### src/rtl/nested_region_timing_profiler_macros.svh
// assertion macros for the nested region timing profiler
`ifndef NESTED_REGION_TIMING_PROFILER_MACROS_SVH
`define NESTED_REGION_TIMING_PROFILER_MACROS_SVH

// checked on every clock edge outside reset
`define NRTP_ASSERT(lbl, prop, msg) \
  lbl: assert property (@(posedge clk_i) disable iff (!rst_ni) prop) else $error(msg);

// checked on every clock edge, reset included
`define NRTP_ASSERT_ALWAYS(lbl, prop, msg) \
  lbl: assert property (@(posedge clk_i) prop) else $error(msg);

`endif

### src/rtl/nrtp_ram.sv
// generic single write, single registered read ram
module nrtp_ram #(
  parameter int W = 8,
  parameter int D = 16,
  localparam int AW = $clog2(D)
) (
  input  logic          clk_i,
  input  logic          we_i,
  input  logic [AW-1:0] waddr_i,
  input  logic [W-1:0]  wdata_i,
  input  logic [AW-1:0] raddr_i,
  output logic [W-1:0]  rdata_o
);
  logic [W-1:0] mem_q [D];
  logic [W-1:0] rdata_q;

  always_ff @(posedge clk_i) begin
    if (we_i) begin
      mem_q[waddr_i] <= wdata_i;
    end
    rdata_q <= mem_q[raddr_i];
  end

  assign rdata_o = rdata_q;
endmodule

### config.mk
export PLATFORM = sky130hd
export DESIGN_NAME = nrtp_ram
export DESIGN_NICKNAME = d
export VERILOG_FILES = /design/src/rtl/nested_region_timing_profiler_macros.svh /design/src/rtl/nrtp_ram.sv
export SDC_FILE = /design/constraint.sdc
export NUM_CORES = 1
export LEC_CHECK = 0
export BUFFER_PORTS_ARGS = -buffer_cell sky130_fd_sc_hd__buf_2
export CAP_MARGIN = 5
export CORE_MARGIN = 1
export CORE_UTILIZATION = 63
export CTS_BUF_LIST = sky130_fd_sc_hd__clkbuf_4
export DETAILED_ROUTE_END_ITERATION = 10
export GPL_TIMING_DRIVEN = 1
export PLACE_DENSITY_LB_ADDON = 0.25
export SLEW_MARGIN = 25
export SYNTH_ARGS = -nofsm -noshare
export SYNTH_HDL_FRONTEND = slang
export SYNTH_SLANG_ARGS = --single-unit
export TNS_END_PERCENT = 50
### constraint.sdc
create_clock -name clk_i -period 1.8 [get_ports clk_i]
set_input_delay 0.18 -clock clk_i [delete_from_list [all_inputs] [get_ports clk_i]]
set_output_delay 0.18 -clock clk_i [all_outputs]
set_load 0.02 [all_outputs]
==> impl_metrics.csv <==
group,metric,value,unit
logic_synthesis,syn_area_per_cell,22.5,um2
power,p_int,4.96,mW
worst_setup_path,critPathLaunchType,"register",
timing,period_share,0.766,
clock_network,cts_max_path_buffers,2,
logic_synthesis,ys_types,19,
layout,nets,308,
global_routing,grt_max_degree,21,
min_path,worstHoldPathCells,1,
layout,layout-drive-gt1-share,0.327,
global_routing,grt_pass1_vias,2464,
placed_design,post-dp-hpwl,5.82,mm
global_routing,grt.total_usage,0.234,
logic_synthesis,synth-seq-area-share,0.778,
timing,hold_slack,41.4,ps
global_routing,met3_usage,0.0747,
timing,slew_violations,0,
logic_synthesis,synthTopCellsByArea,"edfxtp_1, mux4_2, mux4_1",
timing,setup_viol,0,
worst_setup_path,end_kind,"register",
logic_synthesis,ys_seq_elements,136,
global_routing,met2_usage,0.370,
logic_synthesis,syn_inst,229,
power,cellLeakagePower,2.02,nW
floorplanning,die-area,0.00854,mm2
worst_setup_path,path_buf_inv,0,
detailed_routing,antenna_left,0,
global_routing,grtUsageMet1,0.315,
worst_setup_path,path_delay_family,"multiplexers",
detailed_routing,viasPerCell,6.07,
timing,fin_ws,421,ps
worst_setup_path,cp_cell_sequence,"mux4_1 > a22oi_1 > nand2_1",
detailed_routing,vias,2460,
power,power_frac_comb,0.056,
outcome,status,"complete, no violations",
worst_setup_path,timing_worst_setup_path_type,"reg2reg",
worst_setup_path,crit_slowest_cell,"mux4_1",
clock_network,path_clk_slew,120,ps
floorplanning,coreArea,0.00781,mm2
timing,setup_tns,0,ps
worst_setup_path,rrSetupSlack,420,ps
placed_design,pre_cts_slack,141,ps
logic_synthesis,yosys_warnings,0,
timing,clock_skew,14.9,ps
power,vdd_drop_max,0.578,mV
worst_setup_path,critPathArrivalTime,1770,ps
floorplanning,fp.dieH,92.4,um
worst_setup_path,cp.required,2190,ps
worst_setup_path,critPathMaxStageDelay,490,ps
worst_setup_path,cp_max_fo,1,
detailed_routing,finalWirelength,8.88,mm
clock_network,worstSkewPairLatency,510,ps
detailed_routing,dr.first_iter.drc_count,121,
min_path,min-delay-start,"wdata_i[2]",
timing,period_needed,1380,ps
detailed_routing,first_pass_iters,4,
clock_network,cts_root_buf,"clkbuf_4",
power,seq_power_share,0.567,
detailed_routing,wl_per_cell,21.9,um
min_path,worstHoldEndpoint,"mem_q[14][2]",
floorplanning,io_pins,26,
global_routing,grt.overflow.total,0,
power,switching_share,0.209,
logic_synthesis,synth_nets,247,
clock_network,htreeDepth,4,
placed_design,io_buffers,25,
timing,max-slew-margin-rel,0.751,
min_path,min_path_type,"in2reg",
power,power.density,1060,mW/mm2
worst_setup_path,rr_endpoint,"rdata_o[5]",
timing,max_freq,725,MHz
placed_design,gp_congestion,0.737,
layout,final_common_cell,"edfxtp_1",
global_routing,grt-busiest-layer,"met2",
layout,fillCellCount,428,
power,p_sw,1.31,mW
global_routing,antenna_found_initial,0,
layout,layout_common_cells,"edfxtp_1, buf_2, buf_4, mux4_2, clkbuf_4",
clock_network,clock_sinks,136,
layout,multi_input_area,0.00106,mm2
timing,worst_pin_slew,373,ps
layout,antenna_cells,0,
clock_network,cts_buffers,17,
layout,area_growth,14.8,%
layout,regArea,0.00400,mm2
clock_network,cts_tree,"built",
worst_setup_path,r2r_start,"mem_q[0][5]",
floorplanning,die-width,92.4,um
global_routing,grt_pass1_wl,13.5,mm
floorplanning,start_util,0.659,
detailed_routing,drc,0,
logic_synthesis,synth.top_cell.area_share,0.747,
worst_setup_path,reg2reg_depth,3,
timing,rsz0062_at_grt,"no",
logic_synthesis,yosys.area.top_type,"edfxtp_1",
floorplanning,rows,32,
power,clkPwrFrac,0.377,
timing,final_hold_viol_count,0,
logic_synthesis,synth_area,0.00515,mm2
job,cap_violations,0,
worst_setup_path,crit_cells,3,
## per-layer routing
layer / part of all wire / vias to the layer above
li1: - / 1099
met1: 0.40 / 1239
met2: 0.51 / 117
met3: 0.077 / 5
met4: 0.0064 / 0
met5: 0 / -
## final cells by class
class | count | area share
clock buffer | 18 | 0.0229
sequential | 136 | 0.678
timing repair buffer | 52 | 0.0614
clock inverter | 14 | 0.0377
tap | 102 | 0.0216
multi-input combinational | 83 | 0.179
## timing repair
item / 4_1_cts / 5_1_grt
hold buffers: 3 / 1
gates resized for setup: 0 / 0
endpoints found under the hold margin: 7 / 5
buffers inserted: 0 / 0
## sequential cells by signal, summed over array words and instances (netlist names)
register and count:
mem_q 128, rdata_o 8
## cells in the mapped netlist
library cell	n
nand2b_1	2
dfxtp_1	8
and2_1	1
mux4_1	14
mux4_2	18
nand3b_1	2
buf_6	3
nor2b_1	1
clkdlybuf4s25_2	3
and2b_1	1
edfxtp_1	128
nor3_1	4
nand3_1	1
a22oi_1	16
buf_2	3
buf_4	1
nand2_1	9
or3b_2	1
nor2_1	13
## per-stage QoR
step	std cells	util	power [mW]	instance area, um2
6_report	405	0.757	6.27	5910
3_5_place_dp	369	0.706	3.98	5510
4_1_cts	404	0.756	6.30	5900
3_3_place_gp	369	0.706	3.97	5510
5_1_grt	405	0.757	6.45	5910
2_1_floorplan	229	-	3.83	5150
## cell families (layout without fill, tap and decap cells)
| kind of cell | Yosys count | after routing | share of synthesized area |
|---|---|---|---|
| muxes | 32 | 32 | 0.150 |
| and+or+nand+nor | 35 | 35 | 0.0318 |
| DFF | 136 | 136 | 0.778 |
| AOI/OAI and AO/OA | 16 | 16 | 0.0233 |
| buffers and inverters | 10 | 84 | 0.0168 |
## worst max path at each step
stage / from / to
2_1_floorplan: waddr_i[2] / mem_q[0][0]
3_3_place_gp: raddr_i[0] / rdata_o[0]
3_5_place_dp: raddr_i[0] / rdata_o[0]
4_1_cts: mem_q[0][5] / rdata_o[5]
5_1_grt: mem_q[0][5] / rdata_o[5]
6_report: mem_q[0][5] / rdata_o[5]
## power groups by stage
| stage | combinational, mW | sequential [mW] | clock, mW |
|---|---|---|---|
| after CTS | 0.355 | 3.56 | 2.39 |
| final | 0.351 | 3.56 | 2.36 |
| after detailed placement | 0.349 | 3.63 | 0 |
| after global placement | 0.342 | 3.63 | 0 |
| after floorplan | 0.180 | 3.65 | 0 |
| after global routing | 0.379 | 3.57 | 2.50 |
Power figures use the tool's default switching activity.
